==> src/rtl/udta_pkg.sv <==
// shared constants for the unsigned decimal to ascii converter
// no dependencies; used by every module of the block by scoped names
`timescale 1ns / 1ps

package udta_pkg;

    // default configuration
    localparam int VALUE_WIDTH_DEF = 32;
    localparam int MAX_DIGITS_DEF  = 10;

    // binary bits folded into the bcd word by one pipeline stage
    localparam int STEP_BITS = 4;

    // one bcd digit
    localparam int DIGIT_W = 4;

    // double-dabble correction: a digit of five or more gets three added before the shift
    localparam logic [DIGIT_W-1:0] DABBLE_LIMIT = 4'd5;
    localparam logic [DIGIT_W-1:0] DABBLE_ADJ   = 4'd3;

    // ascii code of the character zero, at the width of the character field
    localparam int                 CHAR_W     = 6;
    localparam logic [CHAR_W-1:0]  ASCII_ZERO = 6'd48;

endpackage

==> src/rtl/udta_dabble_stage.sv <==
// one pipeline stage of the binary to bcd conversion (double dabble)
// folds a few binary bits into the bcd word; depends on udta_pkg
`timescale 1ns / 1ps

module udta_dabble_stage #(
    parameter int VALUE_WIDTH = udta_pkg::VALUE_WIDTH_DEF,
    parameter int MAX_DIGITS  = udta_pkg::MAX_DIGITS_DEF,
    parameter int STEPS       = udta_pkg::STEP_BITS
) (
    input  logic                                   clk,
    input  logic                                   rst_n,
    input  logic                                   in_valid,
    input  logic [VALUE_WIDTH-1:0]                 in_val,
    input  logic [MAX_DIGITS*udta_pkg::DIGIT_W-1:0] in_bcd,
    input  logic                                   in_ovf,
    output logic                                   ready,
    output logic                                   out_valid,
    output logic [VALUE_WIDTH-1:0]                 out_val,
    output logic [MAX_DIGITS*udta_pkg::DIGIT_W-1:0] out_bcd,
    output logic                                   out_ovf,
    input  logic                                   out_ready
);

    localparam int BCD_W = MAX_DIGITS * udta_pkg::DIGIT_W;

    logic                   valid_reg;
    logic [VALUE_WIDTH-1:0] val_reg;
    logic [BCD_W-1:0]       bcd_reg;
    logic                   ovf_reg;

    logic [VALUE_WIDTH-1:0] val_next;
    logic [BCD_W-1:0]       bcd_next;
    logic                   ovf_next;

    always_comb
    begin
        val_next = in_val;
        bcd_next = in_bcd;
        ovf_next = in_ovf;
        for (int s = 0; s < STEPS; s++)
        begin
            for (int d = 0; d < MAX_DIGITS; d++)
            begin
                if (bcd_next[d*udta_pkg::DIGIT_W +: udta_pkg::DIGIT_W] >= udta_pkg::DABBLE_LIMIT)
                begin
                    bcd_next[d*udta_pkg::DIGIT_W +: udta_pkg::DIGIT_W] =
                        bcd_next[d*udta_pkg::DIGIT_W +: udta_pkg::DIGIT_W] + udta_pkg::DABBLE_ADJ;
                end
            end
            // a carry out of the top digit means more digits than we keep
            ovf_next = ovf_next | bcd_next[BCD_W-1];
            bcd_next = {bcd_next[BCD_W-2:0], val_next[VALUE_WIDTH-1]};
            val_next = {val_next[VALUE_WIDTH-2:0], 1'b0};
        end
    end

    assign ready = !valid_reg || out_ready;

    always_ff @(posedge clk or negedge rst_n)
    begin
        if (!rst_n)
        begin
            valid_reg <= 1'b0;
        end
        else if (ready)
        begin
            valid_reg <= in_valid;
        end
    end

    always_ff @(posedge clk)
    begin
        if (ready && in_valid)
        begin
            val_reg <= val_next;
            bcd_reg <= bcd_next;
            ovf_reg <= ovf_next;
        end
    end

    assign out_valid = valid_reg;
    assign out_val   = val_reg;
    assign out_bcd   = bcd_reg;
    assign out_ovf   = ovf_reg;

endmodule

==> src/rtl/udta_emit.sv <==
// digit emitter: holds one bcd word and sends its digits, leading one first
// finds the leading digit on load; depends on udta_pkg
`timescale 1ns / 1ps

module udta_emit #(
    parameter int MAX_DIGITS = udta_pkg::MAX_DIGITS_DEF
) (
    input  logic                                    clk,
    input  logic                                    rst_n,
    input  logic                                    in_valid,
    input  logic [MAX_DIGITS*udta_pkg::DIGIT_W-1:0] in_bcd,
    input  logic                                    in_ovf,
    output logic                                    ready,
    output logic                                    digit_valid,
    input  logic                                    digit_stall,
    output logic [udta_pkg::CHAR_W-1:0]             digit_char,
    output logic                                    last_digit
);

    localparam int BCD_W = MAX_DIGITS * udta_pkg::DIGIT_W;
    localparam int IDX_W = $clog2(MAX_DIGITS);

    logic                valid_reg;
    logic [BCD_W-1:0]    bcd_reg;
    logic [IDX_W-1:0]    idx_reg;
    logic [IDX_W-1:0]    idx_next;
    logic [IDX_W-1:0]    lead;
    logic                done;
    logic                load;
    logic [udta_pkg::DIGIT_W-1:0] cur_digit;

    // position of the leading digit; all digits when the number was cut short
    always_comb
    begin
        lead = '0;
        for (int d = 0; d < MAX_DIGITS; d++)
        begin
            if (in_bcd[d*udta_pkg::DIGIT_W +: udta_pkg::DIGIT_W] != '0)
            begin
                lead = IDX_W'(d);
            end
        end
        if (in_ovf)
        begin
            lead = IDX_W'(MAX_DIGITS - 1);
        end
    end

    // final transfer of the current number
    assign done  = valid_reg && !digit_stall && (idx_reg == '0);
    assign ready = !valid_reg || done;
    assign load  = ready && in_valid;

    always_comb
    begin
        idx_next = idx_reg;
        if (load)
        begin
            idx_next = lead;
        end
        else if (valid_reg && !digit_stall && (idx_reg != '0))
        begin
            idx_next = idx_reg - 1'b1;
        end
    end

    always_ff @(posedge clk or negedge rst_n)
    begin
        if (!rst_n)
        begin
            valid_reg <= 1'b0;
            idx_reg   <= '0;
        end
        else
        begin
            idx_reg <= idx_next;
            if (ready)
            begin
                valid_reg <= in_valid;
            end
        end
    end

    always_ff @(posedge clk)
    begin
        if (load)
        begin
            bcd_reg <= in_bcd;
        end
    end

    assign cur_digit   = bcd_reg[idx_reg*udta_pkg::DIGIT_W +: udta_pkg::DIGIT_W];
    assign digit_valid = valid_reg;
    assign digit_char  = udta_pkg::ASCII_ZERO
                         + {{(udta_pkg::CHAR_W-udta_pkg::DIGIT_W){1'b0}}, cur_digit};
    assign last_digit  = (idx_reg == '0);

endmodule

==> src/rtl/unsigned_decimal_to_ascii.sv <==
// top level of the unsigned binary to decimal ascii converter
// uses udta_pkg, udta_dabble_stage and udta_emit
`timescale 1ns / 1ps

// usage
//   value channel: value_valid / value_stall / value. one transfer carries one
//   unsigned number; it is taken at a clock edge with value_valid high and
//   value_stall low.
//   digit channel: digit_valid / digit_stall / digit_char / last_digit. each
//   transfer carries one ascii digit, most significant first, no leading
//   zeros; last_digit marks the final digit. zero gives a single '0'.
//   path: the first digit of a number passes one register per dabble stage
//   and then the emitter register.
//   throughput: one digit per cycle while digit_stall is low; a number holds the
//   digit emitter until its last digit is taken, and has 1 to MAX_DIGITS digits
//   (1 to 10 at 32 bits). the conversion pipeline (four bits of double dabble per
//   stage) takes a new number every cycle until every stage is occupied.
//   stall: when digit_stall is high the shown digit holds, the pipeline fills
//   behind it, and value_stall rises once every stage is occupied.
//   reset: rst_n clears all valid bits; nothing is carried between numbers.
//   a number with more than MAX_DIGITS digits gives its low MAX_DIGITS digits.

module unsigned_decimal_to_ascii #(
    parameter int VALUE_WIDTH = udta_pkg::VALUE_WIDTH_DEF,
    parameter int MAX_DIGITS  = udta_pkg::MAX_DIGITS_DEF
) (
    input  logic                          clk,
    input  logic                          rst_n,
    input  logic                          value_valid,
    output logic                          value_stall,
    input  logic [VALUE_WIDTH-1:0]        value,
    output logic                          digit_valid,
    input  logic                          digit_stall,
    output logic [udta_pkg::CHAR_W-1:0]   digit_char,
    output logic                          last_digit
);

    localparam int BCD_W      = MAX_DIGITS * udta_pkg::DIGIT_W;
    localparam int NUM_STAGES = (VALUE_WIDTH + udta_pkg::STEP_BITS - 1) / udta_pkg::STEP_BITS;

    // index 0 is the input port, index k is the output of stage k-1
    logic                   st_valid [0:NUM_STAGES];
    logic                   st_ready [0:NUM_STAGES];
    logic [VALUE_WIDTH-1:0] st_val   [0:NUM_STAGES];
    logic [BCD_W-1:0]       st_bcd   [0:NUM_STAGES];
    logic                   st_ovf   [0:NUM_STAGES];

    assign st_valid[0]  = value_valid;
    assign st_val[0]    = value;
    assign st_bcd[0]    = '0;
    assign st_ovf[0]    = 1'b0;
    assign value_stall  = !st_ready[0];

    // conversion pipeline: four binary bits per stage, the last stage takes the rest
    for (genvar g = 0; g < NUM_STAGES; g++)
    begin : g_stage
        localparam int LEFT  = VALUE_WIDTH - g * udta_pkg::STEP_BITS;
        localparam int STEPS = (LEFT < udta_pkg::STEP_BITS) ? LEFT : udta_pkg::STEP_BITS;

        udta_dabble_stage #(
            .VALUE_WIDTH (VALUE_WIDTH),
            .MAX_DIGITS  (MAX_DIGITS),
            .STEPS       (STEPS)
        ) u_stage (
            .clk       (clk),
            .rst_n     (rst_n),
            .in_valid  (st_valid[g]),
            .in_val    (st_val[g]),
            .in_bcd    (st_bcd[g]),
            .in_ovf    (st_ovf[g]),
            .ready     (st_ready[g]),
            .out_valid (st_valid[g+1]),
            .out_val   (st_val[g+1]),
            .out_bcd   (st_bcd[g+1]),
            .out_ovf   (st_ovf[g+1]),
            .out_ready (st_ready[g+1])
        );
    end

    // digit emitter takes the finished bcd word; the binary remainder is spent by now
    udta_emit #(
        .MAX_DIGITS (MAX_DIGITS)
    ) u_emit (
        .clk         (clk),
        .rst_n       (rst_n),
        .in_valid    (st_valid[NUM_STAGES]),
        .in_bcd      (st_bcd[NUM_STAGES]),
        .in_ovf      (st_ovf[NUM_STAGES]),
        .ready       (st_ready[NUM_STAGES]),
        .digit_valid (digit_valid),
        .digit_stall (digit_stall),
        .digit_char  (digit_char),
        .last_digit  (last_digit)
    );

    // a digit that is not the last one is always followed by another
    a_run_continues: assert property (@(posedge clk) disable iff (!rst_n)
        digit_valid && !digit_stall && !last_digit |=> digit_valid)
        else $error("digit run broken before its last digit");

    // the converter only refuses input when its first stage is occupied
    a_stall_full: assert property (@(posedge clk) disable iff (!rst_n)
        value_stall |-> st_valid[1])
        else $error("input stalled with an empty first stage");

    // every digit shown is a decimal ascii digit
    a_char_range: assert property (@(posedge clk) disable iff (!rst_n)
        digit_valid |-> (digit_char >= udta_pkg::ASCII_ZERO)
                        && (digit_char <= udta_pkg::ASCII_ZERO + 6'd9))
        else $error("digit character out of range");

endmodule

==> config.mk <==
export PLATFORM = sky130hd
export DESIGN_NAME = unsigned_decimal_to_ascii
export DESIGN_NICKNAME = d
export VERILOG_FILES = /design/src/rtl/udta_pkg.sv /design/src/rtl/udta_dabble_stage.sv /design/src/rtl/udta_emit.sv /design/src/rtl/unsigned_decimal_to_ascii.sv
export SDC_FILE = /design/constraint.sdc
export NUM_CORES = 1
export LEC_CHECK = 0
export ABC_CLOCK_PERIOD_IN_PS = 5500
export BUFFER_PORTS_ARGS = -buffer_cell sky130_fd_sc_hd__buf_2
export CORE_UTILIZATION = 40
export DETAILED_ROUTE_END_ITERATION = 10
export PLACE_DENSITY = 0.55
export SYNTH_ARGS = -nofsm -noshare
export SYNTH_HDL_FRONTEND = slang
export SYNTH_HIERARCHICAL = 1
export SYNTH_SLANG_ARGS = --single-unit
==> constraint.sdc <==
create_clock -name clk -period 5.5 [get_ports clk]
set_input_delay 1.1 -clock clk [delete_from_list [all_inputs] [get_ports clk]]
set_output_delay 1.1 -clock clk [all_outputs]
set_load 0.01 [all_outputs]
### After elaboration in Yosys (flattened, before gate mapping)

Index checks and enable logic that the tools add are counted.

| word-level totals | value |
|---|---|
| register bits | 451 |
| input port bits | 36 |
| output and inout bits | 9 |

| operators by class | value |
|---|---|
| add/sub/neg operators | 267 |
| order comparisons | 265 |
| shift-type cells | 1 |
| muxes and demuxes | 277 |
| bitwise operators | 21 |
| reductions and logical operators | 44 |

Operator list:

| kind | number |
|---|---|
| 2-to-1 mux 4 bit | 274 |
| adder 4 x 2 -> 4 bit, second input constant | 255 |
| >= comparator 4 x 3 -> 1 bit, second input constant | 255 |
| nonzero test 4 bit | 10 |
| indexed part select 40 x 7 -> 4 bit | 1 |
| adder 1 x 2 -> 3 bit, second input constant | 8 |
| >= comparator 1 x 3 -> 1 bit, second input constant | 8 |
| bitwise OR 1 bit | 21 |
| logical AND 1 bit | 12 |
| logical NOT 1 bit | 11 |
| logical OR 1 bit | 9 |
| adder 1 x 2 -> 3 bit, both inputs constant | 2 |
| adder 5 x 5 -> 6 bit, first input constant | 1 |
| >= comparator 1 x 3 -> 1 bit, both inputs constant | 2 |
| logical NOT 4 bit | 1 |
| subtractor 4 x 1 -> 4 bit, second input constant | 1 |
| 2-to-1 mux 1 bit | 3 |
| nonzero test 2 bit | 1 |

### Longest topological paths before layout

Gate-level depths: netlist (run 1).

| logic depth | value |
|---|---|
| depth in word-level cells | 13 |
| gate-level depth with buffers | 21 |
| depth with buffers taken out | 21 |

### By module

Netlist (run 1), hierarchy kept.

Modules (own cells, without submodules):

| module | times used | cells an instance | area each (µm²) | sequential area each (µm²) |
|---|---|---|---|---|
| udta_dabble_stage (g_stage[3].u_stage ...) | 5 | 769 | 6939.2 | 2097.0 |
| udta_dabble_stage (g_stage[0].u_stage ...) | 3 | 791 | 6960.4 | 2097.0 |
| udta_emit | 1 | 132 | 2062.0 | 1326.3 |
| unsigned_decimal_to_ascii | 1 | 2 | 7.5 | 0.0 |

### Worst setup path before layout (run 1)

No wires, ideal clock.

| timing | value |
|---|---|
| path type | input-to-reg |
| start | input port digit_stall |
| end | register g_stage[0].u_stage.bcd_reg[0], enable pin |
| setup time | 434 ps |
| data arrival time | 4085 ps |
| path slack | 980 ps |
| stages on the path | 11 |
| path buffers | 0 |
| cell sequence | nor4b_4 > nand2b_1 > nand2b_1 > nand2b_1 > nand2b_1 > nand2b_1 > nand2b_1 > nand2b_1 > nand2b_1 > nand2b_1 > and2_1 |

RTL lines:

| what | line | RTL |
|---|---|---|
| start: declaration | unsigned_decimal_to_ascii.sv:33 | `input logic digit_stall,` |
| end signal: assignment | udta_dabble_stage.sv:76 | `bcd_reg <= bcd_next;` |
| end: declaration | udta_dabble_stage.sv:28 | `logic [BCD_W-1:0] bcd_reg;` |

==> impl_metrics.toml, run 1 <==
[status]
status = "finished with violations"
failed_checks = "design-rule violations"

[timing]
finalCriticalPeriod_ps = 4822
fmax_mhz = 207.4
finalHoldViolations = 0
period_share_pct = 87.68
finalSetupViolCount = 0
drv_slew = 0
worst_pin_slew_ps = 1066
rsz0062_at_grt = "false"
relSlewSlack_pct = 28.95
skew_ps = 58.43
fin_setup_tns_ps = 0

[setup_path]
path_delay_family = "simple AND/OR/NAND/NOR gates"
cp.arrival_ps = 3720
critPathMostFrequentCell = "nand2b_1"
r2r-start = "g_stage[0].u_stage/out_bcd[4]"
reg2reg_slack_ps = 830
critPathSlowestCell = "dfrtp_1"
worstSetupStartpointType = "flip-flop"
end_kind = "primary output"
crit_type = "flip-flop to primary output"
required_ps = 4400
path_cells = "inv_1, ha_1, nor4b_4, nand2b_1, nand2b_1, nand2b_1, nand2b_1, nand2b_1, nand2b_1, nand2b_1, nand2b_1, nand2b_1, inv_1, buf_2"
path_buf_inv = 3
reg2reg_to = "g_stage[1].u_stage/out_bcd[10]"
path_max_fanout = 15
worst_path_largest_cell_delay_ps = 700
r2r_cells = 20

[floorplanning]
dieArea_sq_um = 136500
die_x_um = 369.5
rows = 134
die_h_um = 369.5
start_util_pct = 40.37
io-pin-count = 45
core_sq_um = 133800

[grt]
grt_overflow_total = 0
grt_pass1_vias = 41751
grt_first_pass_wirelength_um = 188600
grt_max_degree = 62
grt_usage_pct = 15.68
antenna_found_initial = 0

[clocking]
root_buffer = "clkbuf_16"
cts_tree = "done"
postCtsSetupBuffers = 0
holdBufCountCts = 0
cts_resized = 0
cts_max_path_buffers = 3
cts_buffers = 67
cts.reportedPaths.clkPinSlew_ps = 60
clk_latency_ps = 660
numClockSinks = 493
cts-htree-levels = 3

[placed_design]
gp_congestion = 0.8084
port_buffers = 42
dp_hpwl_um = 84570
dp.cells = 8117

[routing]
via_count = 45234
wl_um = 109100
drc = 2
first_pass_iters = 9
drtAntennaViolNets = 0
vias_per_cell = 5.492
routedWlPerCell_um = 13.25
drtIter0Drc = 2057

[synthesis]
ys_warn_count = 6
syn_inst = 6200
syn_area_sq_um = 54010
avgSynthCellArea_sq_um = 8.712

[layout]
fill_cells = 13084
multi_input_area_sq_um = 37440
mostFrequentLayoutCells = "nand2_1, inv_1, edfxtp_1"
seqCellArea_sq_um = 14740
instances_no_fill = 8237
diodes = 0
area_delta_synth_final_pct = 9.516
largest_reg_flops = 320
final_common_cell = "nand2_1"
fin_nets = 6903
drive_above_1_share_pct = 9.198

[power_and_ir_drop]
p_per_area_nw_per_um2 = 605.8
p_total_mw = 35.83
leakagePower_nw = 24.24
peakVddDrop_v = 0.0002532

[job]
cap_viol_max_count = 0

[min_path]
hold_class = "input pin to async pin"
-- through the flow --
stage | utilization [%] | hold slack [ps] | setup slack (ps) | instance area, sq um
6_report | 44.21 | 334.8 | 677.7 | 59150
5_1_grt | 44.21 | 329.9 | 300.6 | 59150
4_1_cts | 44.21 | 289.0 | 572.3 | 59150
3_5_place_dp | 42.48 | 404.5 | 873.2 | 56830
3_3_place_gp | 42.48 | 401.0 | 970.9 | 56830
2_1_floorplan | - | 400.3 | 980.4 | 54700
-- worst register-to-register path: stages, from the launching register on --
cell,delay (ps)
edfxtp_1,430
inv_1,70
ha_1,230
nor2b_1,180
or3_1,330
and2_1,200
ha_1,250
nor2b_1,160
a2111o_1,370
o211a_1,190
xnor2_2,270
ha_1,240
inv_1,50
a21oi_1,120
nor3_1,60
a21oi_1,390
inv_1,90
ha_1,250
nor2_1,160
nor2b_1,80
a211o_1,300
-- per-layer routing --
layer | up-vias | part of all wire, % | GRT usage (%)
li1 | 23721 | - | -
met1 | 20978 | 47 | 19.67
met2 | 411 | 49 | 28.41
met3 | 124 | 2.0 | 1.622
met4 | 0 | 1.9 | 3.934
met5 | - | 0 | 0
-- area by class of cell --
cell class / instances / share of cell area (%)
inverter: 543 / 3.446
timing repair buffer: 61 / 0.6811
clock buffer: 77 / 2.965
multi-input combinational: 5252 / 63.29
sequential: 493 / 24.92
tap: 1768 / 3.740
clock inverter: 43 / 0.9582
-- where the power goes --
| group | total, mW | internal [mW] | switching (mW) | leakage [nW] |
|---|---|---|---|---|
| clock | 4.53 | 2.71 | 1.81 | 1.11 |
| combinational | 24.7 | 10.5 | 14.2 | 18.7 |
| sequential | 6.57 | 6.02 | 0.549 | 4.47 |
| total | 35.8 | 19.2 | 16.6 | 24.2 |
-- worst max-delay path by stage --
stage                                           endpoint  depth (start not counted)  slack, ps                          start
after floorplan            g_stage[0].u_stage/out_bcd[0]                         11        980                    digit_stall
after global placement    g_stage[1].u_stage/out_bcd[10]                         20        970  g_stage[0].u_stage/out_bcd[4]
after detailed placement  g_stage[1].u_stage/out_bcd[10]                         20        870  g_stage[0].u_stage/out_bcd[4]
after CTS                                    value_stall                         14        570              u_emit/idx_reg[1]
after global routing                         value_stall                         14        300              u_emit/idx_reg[1]
final                                        value_stall                         14        680              u_emit/idx_reg[1]
(Power assumes the default switching activity.)
==> run 2, diff against run 1 <==
Settings changed: CORE_UTILIZATION 40 to 31, MAX_ROUTING_LAYER from default to met4, PLACE_DENSITY 0.55 to 0.45.
==> run 2 against run 1 <==
Net effect: the run now ends clean; sequential cell count unchanged; hold slack got worse by 1.3 ps; via count decreased by 0.39%; worst setup slack got worse by 38 ps; largest cell class unchanged; clock skew decreased by 34 ps; final area increased by 1.2%; count of clock-buffer cells in the layout increased by 4; critical path depth unchanged; non-clock buffer count increased by 1; register-to-register slack got worse by 40 ps; core utilization decreased by 9.5 points; largest power group unchanged; highest routed layer unchanged; wire length increased by 4.6%.
==> impl_metrics.toml, run 2 (synthesis gave the netlist of run 1 again) <==
[grt]
grt_usage_pct = 13.03
grt_first_pass_wirelength_um = 193100
antenna_found_initial = 1
grt_pass1_vias = 41597
grt_overflow_total = 0
grt_max_degree = 54

[layout]
drive_above_1_share_pct = 9.172
fill_cells = 17798
largest_reg_flops = 320
final_util_pct = 34.73
fin_nets = 6906
mostFrequentLayoutCells = "nand2_1, inv_1, edfxtp_1"
final_common_cell = "nand2_1"
area_delta_synth_final_pct = 10.78

[setup_path]
end_kind = "primary output"
path_max_fanout = 15
crit_type = "flip-flop to primary output"
required_ps = 4400
cp.arrival_ps = 3760
worstSetupStartpointType = "flip-flop"

[routing]
routedWlPerCell_um = 12.99
wl_um = 114100
first_pass_iters = 5
via_count = 45059
vias_per_cell = 5.128
drtIter0Drc = 1885
drtAntennaViolNets = 0
drc = 0

[timing]
finalCriticalPeriod_ps = 4860
drv_slew = 0
relSlewSlack_pct = 35.79
finalHoldViolations = 0
rsz0062_at_grt = "false"
worst_pin_slew_ps = 963.1
hold_slack_ps = 333.6
period_share_pct = 88.36
fmax_mhz = 205.8
fin_setup_tns_ps = 0
skew_ps = 24.68
finalSetupViolCount = 0

[placed_design]
port_buffers = 42
gp_congestion = 0.7885
dp_hpwl_um = 88680

[clocking]
cts_resized = 0
clk_latency_ps = 670
numClockSinks = 493
cts-htree-levels = 3
root_buffer = "clkbuf_16"
postCtsSetupBuffers = 0
cts.reportedPaths.clkPinSlew_ps = 60
cts_buffers = 69
holdBufCountCts = 0
cts_max_path_buffers = 3
cts_tree = "done"

[floorplanning]
die_x_um = 419.4
dieArea_sq_um = 175900
die_h_um = 419.4
start_util_pct = 31.35
core_sq_um = 172300
io-pin-count = 45
rows = 152

[power_and_ir_drop]
peakVddDrop_v = 0.0002264
leakagePower_nw = 24.26
p_per_area_nw_per_um2 = 601.3

[status]
status = "completed"

[min_path]
hold_class = "input pin to async pin"

[job]
cap_viol_max_count = 0
[run 2: critical path, stage by stage, from the launching register on]
cell and delay [ps]:
dfrtp_1 690, inv_1 100, ha_1 240, nor4b_4 150, nand2b_1 180, nand2b_1 190
nand2b_1 180, nand2b_1 180, nand2b_1 180, nand2b_1 170, nand2b_1 170, nand2b_1 190
nand2b_1 240, inv_1 110, buf_2 140
[run 2: area by class of cell]
class,instances,area [sq um],area share [%]
Multi-Input combinational cell,5252,37440,62.57
Clock inverter,45,536.8,0.8971
Sequential cell,493,14740,24.63
Antenna cell,1,2.502,0.004182
Inverter,543,2038,3.406
Timing Repair Buffer,62,385.4,0.6441
Tap cell,2310,2890,4.830
Clock buffer,81,1803,3.013
[run 2: routing by layer]
metal  track usage, %  up-vias  wire length [um]
li1                 -    23690                 -
met1            15.42    20878             52940
met2            23.30      382             56720
met3            1.761      109              2686
met4            2.845        0              1786
met5                -        -                 0
[run 2: through the flow]
step	cells	area (sq um)	worst slack [ps]	total power, mW
3_3_place_gp	8660	57490	934.0	30.85
3_5_place_dp	8660	57490	843.5	31.22
6_report	8787	59830	639.9	35.98
5_1_grt	8786	59830	285.7	39.79
4_1_cts	8786	59830	519.0	36.17
2_1_floorplan	6384	54700	980.4	26.89
[run 2: worst paths after layout]
| path | depth (start not counted) | to | slack [ps] | start |
|---|---|---|---|---|
| max in group asynchronous | 1 | g_stage[6].u_stage/out_valid | 4920 | rst_n |
| worst min-delay path | 1 | u_emit/idx_reg[2] | 330 | rst_n |
| min in group clk | 0 | g_stage[3].u_stage/out_val[28] | 410 | g_stage[2].u_stage/out_val[24] |
| worst max register to register | 21 | g_stage[3].u_stage/out_bcd[22] | 790 | g_stage[2].u_stage/out_bcd[20] |
| worst min register to register | 0 | g_stage[3].u_stage/out_val[28] | 410 | g_stage[2].u_stage/out_val[24] |
| worst max-delay path | 14 | value_stall | 640 | u_emit/idx_reg[1] |
[run 2: where the power goes]
part           leakage (nW)  internal [mW]  switching, mW  total (mW)
sequential             4.47           6.02          0.557        6.58
clock                  1.13           2.80           1.84        4.63
combinational          18.7           10.5           14.3        24.8
total                  24.3           19.3           16.7        36.0
==> run 3, diff against run 2 <==
Settings changed: ABC_CLOCK_PERIOD_IN_PS 5500 to 4740, CAP_MARGIN from default to 20, CELL_PAD_IN_SITES_DETAIL_PLACEMENT from default to 1, CELL_PAD_IN_SITES_GLOBAL_PLACEMENT from default to 1, PLACE_DENSITY 0.45 to 0.54.
Clock period 5.5 ns to 4.74 ns, I/O delays scaled along.
==> run 3 against run 2 <==
Net effect: non-clock buffer count up 98; total power is 22% higher; critical endpoint is now g_stage[2].u_stage/out_bcd[8]; register-to-register slack lost 490 ps; final area up 2.1%; core utilization is 0.74 points higher; worst setup slack worse by 340 ps.
==> impl_metrics.toml, run 3 (synthesis gave the netlist of run 1 again) <==
[placed_design]
gp_congestion = 0.7823
dp_hpwl_um = 102300
dp.cells = 8737
port_buffers = 42
place_area_sq_um = 58150

[grt]
antenna_found_initial = 1
grt_max_degree = 61
grt_first_pass_wirelength_um = 222600
grt_pass1_vias = 47072
grt_overflow_total = 0
grt_usage_pct = 15.01

[power_and_ir_drop]
peakVddDrop_v = 0.0002809
p_total_mw = 43.85
leakagePower_nw = 24.85
p_per_area_nw_per_um2 = 717.5

[routing]
routedWlPerCell_um = 14.67
drtAntennaViolNets = 0
wl_um = 130400
first_pass_iters = 7
drc = 0
vias_per_cell = 5.247
via_count = 46640
drtIter0Drc = 1524

[layout]
drive_above_1_share_pct = 11.46
fin_area_sq_um = 61110
final_common_cell = "nand2_1"
multi_input_area_sq_um = 37870
instances_no_fill = 8889
fin_nets = 7007
fill_cells = 20306
mostFrequentLayoutCells = "nand2_1, inv_1, edfxtp_1"
seqCellArea_sq_um = 14740
area_delta_synth_final_pct = 13.14
largest_reg_flops = 320

[clocking]
cts_max_path_buffers = 3
holdBufCountCts = 0
clk_latency_ps = 690
root_buffer = "clkbuf_16"
numClockSinks = 493
cts_buffers = 72
cts-htree-levels = 3
cts_tree = "done"
cts.reportedPaths.clkPinSlew_ps = 60

[floorplanning]
core_sq_um = 172300
dieArea_sq_um = 175900
start_util_pct = 31.35
io-pin-count = 45
rows = 152
die_x_um = 419.4
die_h_um = 419.4

[timing]
drv_slew = 0
finalSetupViolCount = 0
skew_ps = 30.28
relSlewSlack_pct = 35.99
period_share_pct = 93.75
finalCriticalPeriod_ps = 4444
fmax_mhz = 225.0
worst_pin_slew_ps = 935.9
finalHoldViolations = 0

[status]
status = "completed"

[setup_path]
path_cells = "inv_1, ha_1, nor2b_2, a2bb2oi_1, and2_1, inv_1, ha_1, nor2b_1, a2111o_1, o211a_1, xnor2_2, inv_1, ha_1, o21ai_0, a22oi_1, inv_1, ha_1, or4_1, o211ai_1"
crit_type = "flip-flop to flip-flop"
worst_path_largest_cell_delay_ps = 530
path_max_fanout = 5
required_ps = 5240
worstSetupStartpointType = "flip-flop"
critPathSlowestCell = "or4_1"
cp.arrival_ps = 4950
end_kind = "flip-flop"

[min_path]
hold_class = "input pin to async pin"

[job]
cap_viol_max_count = 0
[run 3: changes by cell type in the layout (fill, tap and decap cells not counted), moves of 6 or more]
cell	change
buf_12	+6
xnor2_2	+6
o31ai_1	-6
a21oi_2	+10
xnor2_1	-13
a21oi_1	-10
xnor2_4	+7
xor2_1	-10
buf_4	+92
xor2_2	+10
[run 3: layout make-up]
class | instances | area share, %
Sequential cell | 493 | 24.12
Antenna cell | 1 | 0.004095
Inverter | 543 | 3.335
Clock inverter | 44 | 0.8088
Clock buffer | 86 | 3.069
Multi-Input combinational cell | 5252 | 61.97
Tap cell | 2310 | 4.730
Timing Repair Buffer | 160 | 1.957
[run 3: power by group]
group / switching (mW) / internal (mW)
combinational: 17.6 / 13.2
clock: 2.26 / 3.19
sequential: 0.644 / 6.99
total: 20.5 / 23.4
[run 3: critical path: cells and delay by family, from the launching register on]
family	cells	cell delay [ps]
AOI/OAI and AO/OA	6	1280
and+or+nand+nor	4	1120
xor gates and xnor gates	1	180
DFF	1	410
buffers and inverters	4	420
adders and majority gates	4	850
[run 3: stage by stage]
step	util, %	TNS (ps)	setup WS (ps)	hold WS [ps]
finish	35.47	0	296.2	183.1
global route	35.47	-39.64	-25.65	148.4
floorplan	-	0	372.4	400.3
CTS	35.12	0	40.15	116.8
detailed placement	33.75	0	111.9	405.2
global placement	33.75	0	255.5	400.4
[run 3: repair_timing]
action                                  in CTS  in global routing
endpoints found under the setup margin       0                 90
gates resized for setup                      0                 76
setup buffers                                0                 21
[run 3: routing by layer]
layer	vias up	track usage, %	part of all wire, %
met3	143	1.817	1.8
met1	22418	17.43	46
li1	23877	-	-
met2	202	27.36	51
met4	0	3.322	1.9
met5	-	-	0
[run 3: path summary, 6_finish.rpt]
check / start / endpoint / slack [ps] / cells past startpoint
worst max-delay path: g_stage[1].u_stage/out_bcd[5] / g_stage[2].u_stage/out_bcd[8] / 300 / 19
worst min-delay path: rst_n / u_emit/idx_reg[2] / 180 / 1
worst max register to register: g_stage[1].u_stage/out_bcd[5] / g_stage[2].u_stage/out_bcd[8] / 300 / 19
worst min register to register: g_stage[2].u_stage/out_val[23] / g_stage[3].u_stage/out_val[27] / 400 / 0
max in group asynchronous: rst_n / u_emit/idx_reg[3] / 4250 / 1
min in group clk: g_stage[2].u_stage/out_val[23] / g_stage[3].u_stage/out_val[27] / 400 / 0
